**config.mk**
```make
export PLATFORM = sky130hd
export DESIGN_NAME = double_ended_queue_with_search_flat
export DESIGN_NICKNAME = d
export VERILOG_FILES = /design/src/rtl/dqs_pkg.sv /design/src/rtl/dqs_if.sv /design/src/rtl/double_ended_queue_with_search.sv /design/src/flat_wrapper.sv
export SDC_FILE = /design/constraint.sdc
export NUM_CORES = 1
export LEC_CHECK = 0
export BUFFER_PORTS_ARGS = -buffer_cell sky130_fd_sc_hd__buf_2
export CELL_PAD_IN_SITES_DETAIL_PLACEMENT = 0
export CELL_PAD_IN_SITES_GLOBAL_PLACEMENT = 1
export CORE_UTILIZATION = 52
export CTS_CLUSTER_SIZE = 16
export DETAILED_ROUTE_END_ITERATION = 10
export GPL_ROUTABILITY_DRIVEN = 1
export MAX_ROUTING_LAYER = met4
export PLACE_DENSITY = 0.81
export SYNTH_ARGS = -nofsm -noshare
export SYNTH_HDL_FRONTEND = slang
export SYNTH_SLANG_ARGS = --single-unit
```
**constraint.sdc**
```tcl
create_clock -name clk -period 6.28 [get_ports clk]
set_clock_uncertainty 0.05 [all_clocks]
set_input_delay 1.256 -clock clk [delete_from_list [all_inputs] [get_ports clk]]
set_output_delay 1.256 -clock clk [all_outputs]
set_load 0.005 [all_outputs]
```
**src/rtl/dqs_pkg.sv**
```systemverilog
package dqs_pkg;

    localparam int DEPTH      = 16;
    localparam int VALUE_BITS = 32;
    localparam int IDX_W      = $clog2(DEPTH);
    localparam int CNT_W      = $clog2(DEPTH + 1);
    localparam int OP_W       = 3;
    localparam int STATUS_W   = 2;

    typedef enum logic [OP_W-1:0] {
        OP_ADD_FRONT = 3'd0,
        OP_ADD_BACK  = 3'd1,
        OP_REM_FRONT = 3'd2,
        OP_REM_BACK  = 3'd3,
        OP_CONTAINS  = 3'd4,
        OP_REM_VALUE = 3'd5
    } op_t;

    typedef enum logic [STATUS_W-1:0] {
        STATUS_DONE  = 2'd0,
        STATUS_FULL  = 2'd1,
        STATUS_EMPTY = 2'd2
    } status_t;

    typedef enum logic [3:0] {
        ST_IDLE,
        ST_SCAN_RD,
        ST_SCAN_CMP,
        ST_SHIFT_RD,
        ST_SHIFT_WR,
        ST_RD_FRONT,
        ST_RD_BACK,
        ST_RD_DONE,
        ST_OUT
    } state_t;

    function automatic logic [IDX_W-1:0] slot_of(input logic [IDX_W-1:0] head,
                                                 input logic [IDX_W-1:0] pos);
        logic [IDX_W:0] sum;
        sum = {1'b0, head} + {1'b0, pos};
        if (sum >= (IDX_W + 1)'(DEPTH))
        begin
            sum = sum - (IDX_W + 1)'(DEPTH);
        end
        return sum[IDX_W-1:0];
    endfunction

endpackage

```
**src/rtl/dqs_if.sv**
```systemverilog
interface dqs_cmd_if;
    logic                          valid;
    logic                          ready;
    logic [dqs_pkg::OP_W-1:0]      operation;
    logic signed [dqs_pkg::VALUE_BITS-1:0] item_value;

    modport source (output valid, output operation, output item_value, input ready);
    modport sink   (input valid, input operation, input item_value, output ready);
endinterface

interface dqs_rsp_if;
    logic                          valid;
    logic                          ready;
    logic [dqs_pkg::STATUS_W-1:0]  status;
    logic                          found;
    logic signed [dqs_pkg::VALUE_BITS-1:0] front_value;
    logic signed [dqs_pkg::VALUE_BITS-1:0] back_value;
    logic [dqs_pkg::CNT_W-1:0]     entry_count;
    logic                          is_empty;

    modport source (output valid, output status, output found, output front_value,
                    output back_value, output entry_count, output is_empty, input ready);
    modport sink   (input valid, input status, input found, input front_value,
                    input back_value, input entry_count, input is_empty, output ready);
endinterface

```
**src/rtl/double_ended_queue_with_search.sv**
```systemverilog
// Bounded double-ended queue with search and remove-by-value.
// cmd carries one item per operation (operation, item_value); rsp returns one
// result per item: status, found, front/back after the operation, count, empty.
// Both channels move an item when valid and ready are high at a rising edge.
// Entries live in one synchronous RAM of DEPTH words with a registered read.
// One item is worked at a time; cmd.ready is high only while the block idles.
// Adds and removes at either end read the new front and back entries from the
// RAM (RD_FRONT, RD_BACK, RD_DONE), then load the output register in OUT;
// rsp.valid rises with that load and the block returns to idle for the next item.
// Contains and remove value first scan entries from the front (SCAN_RD, SCAN_CMP),
// and remove value then closes the gap (SHIFT_RD read, then SHIFT_WR write back).
// An add when full or a remove when empty leaves the queue alone and flags
// status. A stalled rsp holds its result in the output register; the block
// then waits before the final load and takes no new item until it drains.
// Reset clears head, count and control; RAM contents stay undefined.
module double_ended_queue_with_search (
    input  logic       clk,
    input  logic       rst_n,
    dqs_cmd_if.sink    cmd,
    dqs_rsp_if.source  rsp
);

    dqs_pkg::state_t                   state_reg, state_next;
    logic [dqs_pkg::IDX_W-1:0]         head_reg, head_next;
    logic [dqs_pkg::CNT_W-1:0]         count_reg, count_next;
    logic [dqs_pkg::IDX_W-1:0]         pos_reg, pos_next;
    dqs_pkg::op_t                      op_reg, op_next;
    logic [dqs_pkg::VALUE_BITS-1:0]    value_reg, value_next;
    dqs_pkg::status_t                  status_reg, status_next;
    logic                              found_reg, found_next;
    logic [dqs_pkg::VALUE_BITS-1:0]    front_reg, front_next;
    logic [dqs_pkg::VALUE_BITS-1:0]    back_reg, back_next;

    logic                              out_valid_reg, out_valid_next;
    dqs_pkg::status_t                  out_status_reg, out_status_next;
    logic                              out_found_reg, out_found_next;
    logic [dqs_pkg::VALUE_BITS-1:0]    out_front_reg, out_front_next;
    logic [dqs_pkg::VALUE_BITS-1:0]    out_back_reg, out_back_next;
    logic [dqs_pkg::CNT_W-1:0]         out_count_reg, out_count_next;

    logic [dqs_pkg::VALUE_BITS-1:0]    entry_store [dqs_pkg::DEPTH];
    logic [dqs_pkg::VALUE_BITS-1:0]    rdata_reg;
    logic [dqs_pkg::IDX_W-1:0]         raddr;
    logic                              we;
    logic [dqs_pkg::IDX_W-1:0]         waddr;
    logic [dqs_pkg::VALUE_BITS-1:0]    wdata;

    logic                              accept;
    logic                              is_full;
    logic                              is_zero;
    logic                              match;
    logic                              scan_last;
    logic                              shift_last;
    logic                              out_free;
    logic [dqs_pkg::IDX_W-1:0]         head_dec;
    logic [dqs_pkg::IDX_W-1:0]         head_inc;
    logic [dqs_pkg::IDX_W-1:0]         last_pos;

    assign accept     = (state_reg == dqs_pkg::ST_IDLE) && cmd.valid;
    assign is_full    = (count_reg == dqs_pkg::CNT_W'(dqs_pkg::DEPTH));
    assign is_zero    = (count_reg == '0);
    assign match      = (rdata_reg == value_reg);
    assign scan_last  = ((dqs_pkg::CNT_W'(pos_reg) + dqs_pkg::CNT_W'(1)) == count_reg);
    assign shift_last = !((dqs_pkg::CNT_W'(pos_reg) + dqs_pkg::CNT_W'(2)) < count_reg);
    assign out_free   = !out_valid_reg || rsp.ready;
    assign head_dec   = (head_reg == '0) ? dqs_pkg::IDX_W'(dqs_pkg::DEPTH - 1)
                                         : head_reg - dqs_pkg::IDX_W'(1);
    assign head_inc   = (head_reg == dqs_pkg::IDX_W'(dqs_pkg::DEPTH - 1)) ? '0
                                         : head_reg + dqs_pkg::IDX_W'(1);
    assign last_pos   = is_zero ? '0 : dqs_pkg::IDX_W'(count_reg - dqs_pkg::CNT_W'(1));

    assign cmd.ready       = (state_reg == dqs_pkg::ST_IDLE);
    assign rsp.valid       = out_valid_reg;
    assign rsp.status      = out_status_reg;
    assign rsp.found       = out_found_reg;
    assign rsp.front_value = out_front_reg;
    assign rsp.back_value  = out_back_reg;
    assign rsp.entry_count = out_count_reg;
    assign rsp.is_empty    = (out_count_reg == '0);

    always_comb
    begin
        state_next = state_reg;
        unique case (state_reg)
            dqs_pkg::ST_IDLE:
            begin
                if (cmd.valid)
                begin
                    if ((cmd.operation == dqs_pkg::OP_CONTAINS ||
                         cmd.operation == dqs_pkg::OP_REM_VALUE) && !is_zero)
                    begin
                        state_next = dqs_pkg::ST_SCAN_RD;
                    end
                    else
                    begin
                        state_next = dqs_pkg::ST_RD_FRONT;
                    end
                end
            end
            dqs_pkg::ST_SCAN_RD:
            begin
                state_next = dqs_pkg::ST_SCAN_CMP;
            end
            dqs_pkg::ST_SCAN_CMP:
            begin
                priority if (match)
                begin
                    if (op_reg == dqs_pkg::OP_REM_VALUE && !scan_last)
                    begin
                        state_next = dqs_pkg::ST_SHIFT_RD;
                    end
                    else
                    begin
                        state_next = dqs_pkg::ST_RD_FRONT;
                    end
                end
                else if (scan_last)
                begin
                    state_next = dqs_pkg::ST_RD_FRONT;
                end
                else
                begin
                    state_next = dqs_pkg::ST_SCAN_RD;
                end
            end
            dqs_pkg::ST_SHIFT_RD:
            begin
                state_next = dqs_pkg::ST_SHIFT_WR;
            end
            dqs_pkg::ST_SHIFT_WR:
            begin
                state_next = shift_last ? dqs_pkg::ST_RD_FRONT : dqs_pkg::ST_SHIFT_RD;
            end
            dqs_pkg::ST_RD_FRONT:
            begin
                state_next = dqs_pkg::ST_RD_BACK;
            end
            dqs_pkg::ST_RD_BACK:
            begin
                state_next = dqs_pkg::ST_RD_DONE;
            end
            dqs_pkg::ST_RD_DONE:
            begin
                state_next = dqs_pkg::ST_OUT;
            end
            dqs_pkg::ST_OUT:
            begin
                if (out_free)
                begin
                    state_next = dqs_pkg::ST_IDLE;
                end
            end
            default:
            begin
                state_next = dqs_pkg::ST_IDLE;
            end
        endcase
    end

    always_comb
    begin
        head_next       = head_reg;
        count_next      = count_reg;
        pos_next        = pos_reg;
        op_next         = op_reg;
        value_next      = value_reg;
        status_next     = status_reg;
        found_next      = found_reg;
        front_next      = front_reg;
        back_next       = back_reg;
        out_valid_next  = out_valid_reg && !rsp.ready;
        out_status_next = out_status_reg;
        out_found_next  = out_found_reg;
        out_front_next  = out_front_reg;
        out_back_next   = out_back_reg;
        out_count_next  = out_count_reg;
        raddr           = '0;
        we              = 1'b0;
        waddr           = '0;
        wdata           = cmd.item_value;

        unique case (state_reg)
            dqs_pkg::ST_IDLE:
            begin
                if (accept)
                begin
                    op_next     = dqs_pkg::op_t'(cmd.operation);
                    value_next  = cmd.item_value;
                    status_next = dqs_pkg::STATUS_DONE;
                    found_next  = 1'b0;
                    pos_next    = '0;
                    unique case (cmd.operation)
                        dqs_pkg::OP_ADD_FRONT:
                        begin
                            if (is_full)
                            begin
                                status_next = dqs_pkg::STATUS_FULL;
                            end
                            else
                            begin
                                head_next  = head_dec;
                                count_next = count_reg + dqs_pkg::CNT_W'(1);
                                we         = 1'b1;
                                waddr      = head_dec;
                            end
                        end
                        dqs_pkg::OP_ADD_BACK:
                        begin
                            if (is_full)
                            begin
                                status_next = dqs_pkg::STATUS_FULL;
                            end
                            else
                            begin
                                count_next = count_reg + dqs_pkg::CNT_W'(1);
                                we         = 1'b1;
                                waddr      = dqs_pkg::slot_of(head_reg,
                                                 dqs_pkg::IDX_W'(count_reg));
                            end
                        end
                        dqs_pkg::OP_REM_FRONT:
                        begin
                            if (is_zero)
                            begin
                                status_next = dqs_pkg::STATUS_EMPTY;
                            end
                            else
                            begin
                                head_next  = head_inc;
                                count_next = count_reg - dqs_pkg::CNT_W'(1);
                            end
                        end
                        dqs_pkg::OP_REM_BACK:
                        begin
                            if (is_zero)
                            begin
                                status_next = dqs_pkg::STATUS_EMPTY;
                            end
                            else
                            begin
                                count_next = count_reg - dqs_pkg::CNT_W'(1);
                            end
                        end
                        default:
                        begin
                        end
                    endcase
                end
            end
            dqs_pkg::ST_SCAN_RD:
            begin
                raddr = dqs_pkg::slot_of(head_reg, pos_reg);
            end
            dqs_pkg::ST_SCAN_CMP:
            begin
                priority if (match)
                begin
                    found_next = 1'b1;
                    if (op_reg == dqs_pkg::OP_REM_VALUE && scan_last)
                    begin
                        count_next = count_reg - dqs_pkg::CNT_W'(1);
                    end
                end
                else if (!scan_last)
                begin
                    pos_next = pos_reg + dqs_pkg::IDX_W'(1);
                end
            end
            dqs_pkg::ST_SHIFT_RD:
            begin
                raddr = dqs_pkg::slot_of(head_reg, pos_reg + dqs_pkg::IDX_W'(1));
            end
            dqs_pkg::ST_SHIFT_WR:
            begin
                we       = 1'b1;
                waddr    = dqs_pkg::slot_of(head_reg, pos_reg);
                wdata    = rdata_reg;
                pos_next = pos_reg + dqs_pkg::IDX_W'(1);
                if (shift_last)
                begin
                    count_next = count_reg - dqs_pkg::CNT_W'(1);
                end
            end
            dqs_pkg::ST_RD_FRONT:
            begin
                raddr = head_reg;
            end
            dqs_pkg::ST_RD_BACK:
            begin
                raddr      = dqs_pkg::slot_of(head_reg, last_pos);
                front_next = rdata_reg;
            end
            dqs_pkg::ST_RD_DONE:
            begin
                back_next = rdata_reg;
            end
            dqs_pkg::ST_OUT:
            begin
                if (out_free)
                begin
                    out_valid_next  = 1'b1;
                    out_status_next = status_reg;
                    out_found_next  = found_reg;
                    out_front_next  = is_zero ? '0 : front_reg;
                    out_back_next   = is_zero ? '0 : back_reg;
                    out_count_next  = count_reg;
                end
            end
            default:
            begin
            end
        endcase
    end

    always_ff @(posedge clk)
    begin
        if (we)
        begin
            entry_store[waddr] <= wdata;
        end
        rdata_reg <= entry_store[raddr];
    end

    always_ff @(posedge clk or negedge rst_n)
    begin
        if (!rst_n)
        begin
            state_reg     <= dqs_pkg::ST_IDLE;
            head_reg      <= '0;
            count_reg     <= '0;
            out_valid_reg <= 1'b0;
        end
        else
        begin
            state_reg     <= state_next;
            head_reg      <= head_next;
            count_reg     <= count_next;
            out_valid_reg <= out_valid_next;
        end
    end

    always_ff @(posedge clk)
    begin
        pos_reg        <= pos_next;
        op_reg         <= op_next;
        value_reg      <= value_next;
        status_reg     <= status_next;
        found_reg      <= found_next;
        front_reg      <= front_next;
        back_reg       <= back_next;
        out_status_reg <= out_status_next;
        out_found_reg  <= out_found_next;
        out_front_reg  <= out_front_next;
        out_back_reg   <= out_back_next;
        out_count_reg  <= out_count_next;
    end

endmodule
```
**src/flat_wrapper.sv**
```systemverilog
// flat-port wrapper written by rule: the top's interface ports become plain ports
module double_ended_queue_with_search_flat 
  (clk, rst_n, cmd_valid, cmd_operation, cmd_item_value, cmd_ready, rsp_valid, rsp_status, rsp_found, rsp_front_value, rsp_back_value, rsp_entry_count, rsp_is_empty, rsp_ready);
  dqs_cmd_if cmd_i ();
  dqs_rsp_if rsp_i ();
  input  logic clk;
  input  logic rst_n;
  input wire logic [$bits(cmd_i.valid)-1:0] cmd_valid;
  input wire logic [$bits(cmd_i.operation)-1:0] cmd_operation;
  input wire logic [$bits(cmd_i.item_value)-1:0] cmd_item_value;
  output wire logic [$bits(cmd_i.ready)-1:0] cmd_ready;
  output wire logic [$bits(rsp_i.valid)-1:0] rsp_valid;
  output wire logic [$bits(rsp_i.status)-1:0] rsp_status;
  output wire logic [$bits(rsp_i.found)-1:0] rsp_found;
  output wire logic [$bits(rsp_i.front_value)-1:0] rsp_front_value;
  output wire logic [$bits(rsp_i.back_value)-1:0] rsp_back_value;
  output wire logic [$bits(rsp_i.entry_count)-1:0] rsp_entry_count;
  output wire logic [$bits(rsp_i.is_empty)-1:0] rsp_is_empty;
  input wire logic [$bits(rsp_i.ready)-1:0] rsp_ready;
  assign cmd_i.valid = cmd_valid;
  assign cmd_i.operation = cmd_operation;
  assign cmd_i.item_value = cmd_item_value;
  assign cmd_ready = cmd_i.ready;
  assign rsp_valid = rsp_i.valid;
  assign rsp_status = rsp_i.status;
  assign rsp_found = rsp_i.found;
  assign rsp_front_value = rsp_i.front_value;
  assign rsp_back_value = rsp_i.back_value;
  assign rsp_entry_count = rsp_i.entry_count;
  assign rsp_is_empty = rsp_i.is_empty;
  assign rsp_i.ready = rsp_ready;
  double_ended_queue_with_search u_core (.clk(clk), .rst_n(rst_n), .cmd(cmd_i), .rsp(rsp_i));
endmodule
```
**Word level (Yosys, flattened, before mapping)**

Memories as Yosys holds them, arrays and structs flattened. A register that Yosys moved wholly into a read port is not among the register bits.
Index checks and enable logic that the tools add are counted.

- Output and inout bits: 75
- Register bits after elaboration: 192
- Bits of input ports: 39
- Memories: 1
- Logic and storage cells: 147
- Bits in writable memories: 512

- Multiplexer cells: 51
- Add/subtract/negate cells: 15
- Equal/unequal tests: 31
- Order comparisons: 5
- Reduce and logical (&&, ||, !) cells: 28

Memories:

| name | words | bits a word | rd ports | clocked after memory_dff | wr ports | line | RTL |
|---|---|---|---|---|---|---|---|
| u_core.entry_store | 16 | 32 | 1 | 1 | 1 | double_ended_queue_with_search.sv:41 | `logic [dqs_pkg::VALUE_BITS-1:0] entry_store [dqs_pkg::DEPTH];` |

Operator list:

| operator | number |
|---|---|
| 4-bit 2-to-1 mux | 18 |
| 4-bit one-hot mux with 9 select lines | 1 |
| 32-bit equality test | 1 |
| 32-bit 2-to-1 mux | 1 |
| 5-bit 2-to-1 mux | 6 |
| 4-bit one-hot mux with 2 select lines | 3 |
| 4-bit by 4-bit adder with 5-bit output | 4 |
| 5-bit greater-or-equal comparator, second input constant | 4 |
| 4-bit by 1-bit subtractor with 4-bit output, second input constant | 5 |
| 4-bit by 3-bit equality test with 1-bit output, second input constant | 4 |
| 4-bit one-hot mux with 4 select lines | 1 |
| 5-bit one-hot mux with 3 select lines | 1 |
| 3-bit 2-to-1 mux | 4 |
| 2-bit inequality test, second input constant | 6 |
| 4-bit one-hot mux with 3 select lines | 1 |
| 5-bit zero test | 2 |
| 1-bit 2-to-1 mux | 10 |
| 5-bit one-hot mux with 2 select lines | 1 |
| 3-bit equality test, second input constant | 3 |
| 3-bit inequality test, second input constant | 3 |
| 4-bit by 1-bit adder with 4-bit output, second input constant | 2 |
| 4-bit by 2-bit equality test with 1-bit output, second input constant | 2 |
| 4-bit equality test, second input constant | 2 |
| 4-bit zero test | 2 |
| 26 further kinds | 43 |

**Longest topological paths before layout**

- Depth in word-level cells: 7
- Mapped depth: 17
- Gate-level depth less buffers: 14

**Least setup slack after synthesis**

Ideal clock, no wire load.

- Kind: input-to-reg
- From: input port cmd_operation[2]
- To: memory u_core.entry_store[7][0] (netlist bit), enable pin
- Stages: 6
- Buffers on the path: 1
- Arrival time: 4.595 ns
- Setup time: 0.461 ns
- Path slack: 1.174 ns
- Cells stage by stage: or2_2 -> or3_1 -> clkbuf_1 -> o21ai_0 -> nand2_1 -> nor3_1

- Longest elaborated chain between the ends: 7
- Elaborated cells between the ends (all ways): 11
- Those cells by class: eq/ne: 1; mux: 8; reduce/logical: 2

Ends and longest elaborated chain:

| what | line | RTL |
|---|---|---|
| start: declaration | flat_wrapper.sv:9 | `input wire logic [$bits(cmd_i.operation)-1:0] cmd_operation;` |
| 3-bit by 1-bit equality test with 1-bit output or 3-bit zero test (tied branches) | double_ended_queue_with_search.sv:192 | `unique case (cmd.operation)` |
| 2-bit OR reduction (no line) | -- |  |
| 1-bit 2-to-1 mux | -- |  |
| 1-bit 2-to-1 mux | double_ended_queue_with_search.sv:185 | `if (accept)` |
| 1-bit one-hot mux with 2 select lines | double_ended_queue_with_search.sv:182 | `unique case (state_reg)` |
| 1-bit 2-to-1 mux | double_ended_queue_with_search.sv:317 | `if (we)` |
| 1-bit 2-to-1 mux (implied by the code) | double_ended_queue_with_search.sv:319 | `entry_store[waddr] <= wdata;` |
| end: declaration | double_ended_queue_with_search.sv:41 |  |

Several ways; a longest one is shown, not always the timed one.

**Worst setup path in the final report**

- From: register u_core.state_reg[2]
- To: register u_core.rdata_reg[2] (netlist bit) (read register of u_core.entry_store)

- Longest elaborated chain between the ends: 2
- Elaborated cells between the ends (all ways): 5
- Those cells by class: eq/ne: 4; mux: 1

Ends and longest elaborated chain:

| what | line | RTL |
|---|---|---|
| start: declaration | double_ended_queue_with_search.sv:23 | `dqs_pkg::state_t state_reg, state_next;` |
| start signal: assignment | double_ended_queue_with_search.sv:328 | `state_reg <= dqs_pkg::ST_IDLE;` |
| start signal: assignment | double_ended_queue_with_search.sv:335 | `state_reg <= state_next;` |
| 4-bit by 3-bit equality test with 1-bit output (tied with other cells) | double_ended_queue_with_search.sv:182 |  |
| 4-bit one-hot mux with 4 select lines * | double_ended_queue_with_search.sv:182 |  |
| end: declaration | double_ended_queue_with_search.sv:42 | `logic [dqs_pkg::VALUE_BITS-1:0] rdata_reg;` |

Every way passes the cells marked *; elsewhere a longest branch is shown, timed or not.
A chain may end at the register's enable or synchronous reset.

==> impl_metrics.env <==
export IMPL_fmax_ghz=0.195
export IMPL_worst_pin_slew_ns=1.30
export IMPL_cpMostUsedCell="buf_4"
export IMPL_rsz0062_at_grt="false"
export IMPL_antenna_found_initial=1
export IMPL_period_share_pct=81.8
export IMPL_grt_max_degree=128
export IMPL_hold_path_endpoint="u_core.rsp.status[0]"
export IMPL_die_w_um=240
export IMPL_synth_cell_area_mm2=0.0294
export IMPL_worstPathCellList="and2b_2 > nand3b_2 > clkinv_2 > o22ai_1 > ha_1 > inv_1 > fa_1 > nand3b_1 > buf_4 > buf_4 > and3_1 > a211oi_1 > or4_1 > mux2i_1"
export IMPL_design_area_mm2=0.0331
export IMPL_slowest_stage="buf_4"
export IMPL_final_cell_mix="edfxtp_1, nor2_1, nand2_1"
export IMPL_synth_fa_ha_area_share_pct=1.10
export IMPL_postRouteAntennaNets=0
export IMPL_track_usage_pct=25.1
export IMPL_pre_cts_slack_ns=1.18
export IMPL_hold_class="reg2reg"
export IMPL_post_dp_cell_area_mm2=0.0308
export IMPL_synthToLayoutAreaGrowth_pct=12.8
export IMPL_syn_num_nets=2067
export IMPL_worstSetupPathType="reg2reg"
export IMPL_syn_area_per_cell_um2=14.7
export IMPL_cp_max_fo=78
export IMPL_start_util_pct=53.0
export IMPL_r2r_cells=14
export IMPL_cts_root_buf="clkbuf_16"
export IMPL_std_cell_rows=86
export IMPL_switching_share_pct=39.1
export IMPL_cp_data_required_time_ns=6.75
export IMPL_power_leakage_uw=0.0115
export IMPL_clkTransAtPathRegs_ns=0.06
export IMPL_post_route_min_period_ns=5.14
export IMPL_setup_violations=0
export IMPL_yosys_mux_area_fraction_pct=2.40
export IMPL_grt_pass1_vias=16200
export IMPL_powerDensity_mw_per_mm2=585
export IMPL_drc=0
export IMPL_p_clk_share_pct=21.7
export IMPL_largest_register_ffs=512
export IMPL_worst_slack_ns=1.14
export IMPL_avgRoutedWirePerCell_um=23.8
export IMPL_diodes=0
export IMPL_rrSetupSlack_ns=1.14
export IMPL_ioPinCount=114
export IMPL_drive_gt1_share_pct=13.6
export IMPL_synth_edf_count=690
export IMPL_cp_end_kind="flip-flop"
export IMPL_cts_tree="yes"
export IMPL_hold_buffers=0
export IMPL_routed_wl_um=69300
export IMPL_timing_final_max_slew_violations=0
export IMPL_grt_pass1_wl_um=102000
export IMPL_cts_resized_gates=0
export IMPL_post_dp_hpwl_um=40100
export IMPL_fp_dieArea_mm2=0.0574
export IMPL_power_internal_uw=11800
export IMPL_slowest_delay_ns=0.69
export IMPL_worstSetupStartpoint="u_core.state_reg[2]"
export IMPL_synthArstFlopShare_pct=1.90
export IMPL_gp_congestion=0.879
export IMPL_worstHoldStart="u_core.status_reg[0]"
export IMPL_comb_power_share_pct=41.3
export IMPL_power_switching_uw=7580
export IMPL_r2r_start="u_core.state_reg[2]"
export IMPL_drt_iter0_drc=1509
export IMPL_route_vias_total=17100
export IMPL_ys_seq_elements=736
export IMPL_fill_cells=4133
export IMPL_synth_compound_area_share_pct=6.91
export IMPL_arrival_ns=5.61
export IMPL_die_h_um=240
export IMPL_seqPwrFrac_pct=37.1
export IMPL_insertion_delay_ns=0.61
export IMPL_cp_start_kind="flip-flop"
export IMPL_cts_sinks=736
export IMPL_core_area_mm2=0.0554
export IMPL_top_register="u_core.entry_store"
export IMPL_vias_per_cell=5.88
export IMPL_ys_flop_type="edfxtp_1"
export IMPL_fin_tns_setup_ns=0
export IMPL_slew_headroom_pct=13.3
export IMPL_mostFrequentLayoutCell="edfxtp_1"
export IMPL_synth_simple_area_share_pct=11.7
export IMPL_dr_pass1_iters=5
export IMPL_cts_htree_levels=3
export IMPL_status="completed"
export IMPL_syn_inst=2004
export IMPL_ys_seq_area_share_pct=73.9
export IMPL_cts_buffer_depth=3
export IMPL_grt_overflow=0
export IMPL_synth_cell_types=72
export IMPL_fin_nets=2170
export IMPL_portBuffers=113
export IMPL_hold_viol=0
export IMPL_max_cap_violations=0
export IMPL_irDropWorstVdd_mv=0.713
export IMPL_synth_xor_area_share_pct=1.84
export IMPL_synth_top_family_by_area="simple AND/OR/NAND/NOR gates"
export IMPL_ys_warnings_count=0
export IMPL_hold_depth=0
export IMPL_r2r_end="u_core.rdata_reg[2]"
export IMPL_cts_buffers=72
export IMPL_post_cts_buffers=0
-- final cells by class --
class | instances | area [um2] | area share, %
Clock buffer | 96 | 1960 | 5.92
Clock inverter | 31 | 339 | 1.02
Inverter | 23 | 87.6 | 0.264
Multi-Input combinational cell | 1122 | 7230 | 21.8
Sequential cell | 736 | 21700 | 65.5
Tap cell | 748 | 936 | 2.82
Timing Repair Buffer | 152 | 871 | 2.63
-- worst max-delay path by stage --
stage                                to  slack (ns)  cells after the start
3_3_place_gp       u_core.rdata_reg[19]        1.28                     14
4_1_cts             u_core.rdata_reg[2]        1.15                     14
3_5_place_dp        u_core.rdata_reg[2]        1.18                     14
2_1_floorplan  u_core.entry_store[7][0]        1.17                      6
5_1_grt             u_core.rdata_reg[0]        0.80                     14
6_report            u_core.rdata_reg[2]        1.14                     14
-- metrics by stage --
| stage | total power, uW | hold slack, ns | std cells | util (%) |
|---|---|---|---|---|
| after floorplan | 12600 | 0.350 | 2004 | - |
| after global placement | 15100 | 0.357 | 2781 | 55.6 |
| after detailed placement | 15200 | 0.355 | 2781 | 55.6 |
| after CTS | 19400 | 0.369 | 2908 | 59.8 |
| after global routing | 20300 | 0.375 | 2908 | 59.8 |
| final | 19400 | 0.370 | 2908 | 59.8 |
-- per-layer routing --
metal / up-vias / GRT usage (%) / wire length [um]
met5: - / - / 0
met1: 8484 / 33.7 / 29600
met2: 690 / 38.9 / 32700
met3: 122 / 3.85 / 5030
li1: 7795 / - / -
met4: 0 / 9.60 / 2010
-- worst max-delay path: cells and delay by family (launching register included) --
family / cells / cell delay (ns)
compound gates: 2 / 0.43
fa+ha+maj: 2 / 0.72
buf+inv: 4 / 1.70
flops: 1 / 0.54
mux: 1 / 0.14
simple gates: 5 / 1.47
-- power groups by stage --
stage | combinational (uW) | sequential [uW] | clock (uW)
2_1_floorplan | 5610 | 6990 | 0
3_3_place_gp | 7800 | 7250 | 0
3_5_place_dp | 7940 | 7280 | 0
4_1_cts | 7990 | 7180 | 4250
5_1_grt | 8660 | 7250 | 4430
6_report | 8010 | 7190 | 4200
-- cells in the mapped netlist (34+ instances only) --
master    number  area, um2
xnor2_1       51        447
a211oi_1     127        953
mux2i_1       69        691
a32oi_1       34        298
edfxtp_1     690      20700
o221ai_1      34        298
nor2_1       230        863
buf_2         38        190
clkbuf_1      67        251
nor2b_1       69        432
nand2_1      183        687
and3_1       128        801
-- cells by family (layout without fill, tap and decap cells) --
group,count (synthesis),after routing
AO/OA/AOI/OAI,264,264
XOR/XNOR,60,60
adder cells (fa/ha/maj),24,24
buffers and inverters,146,302
flip-flops,736,736
multiplexers,70,70
AND/OR/NAND/NOR,704,704
Power figures use the tool's default switching activity.
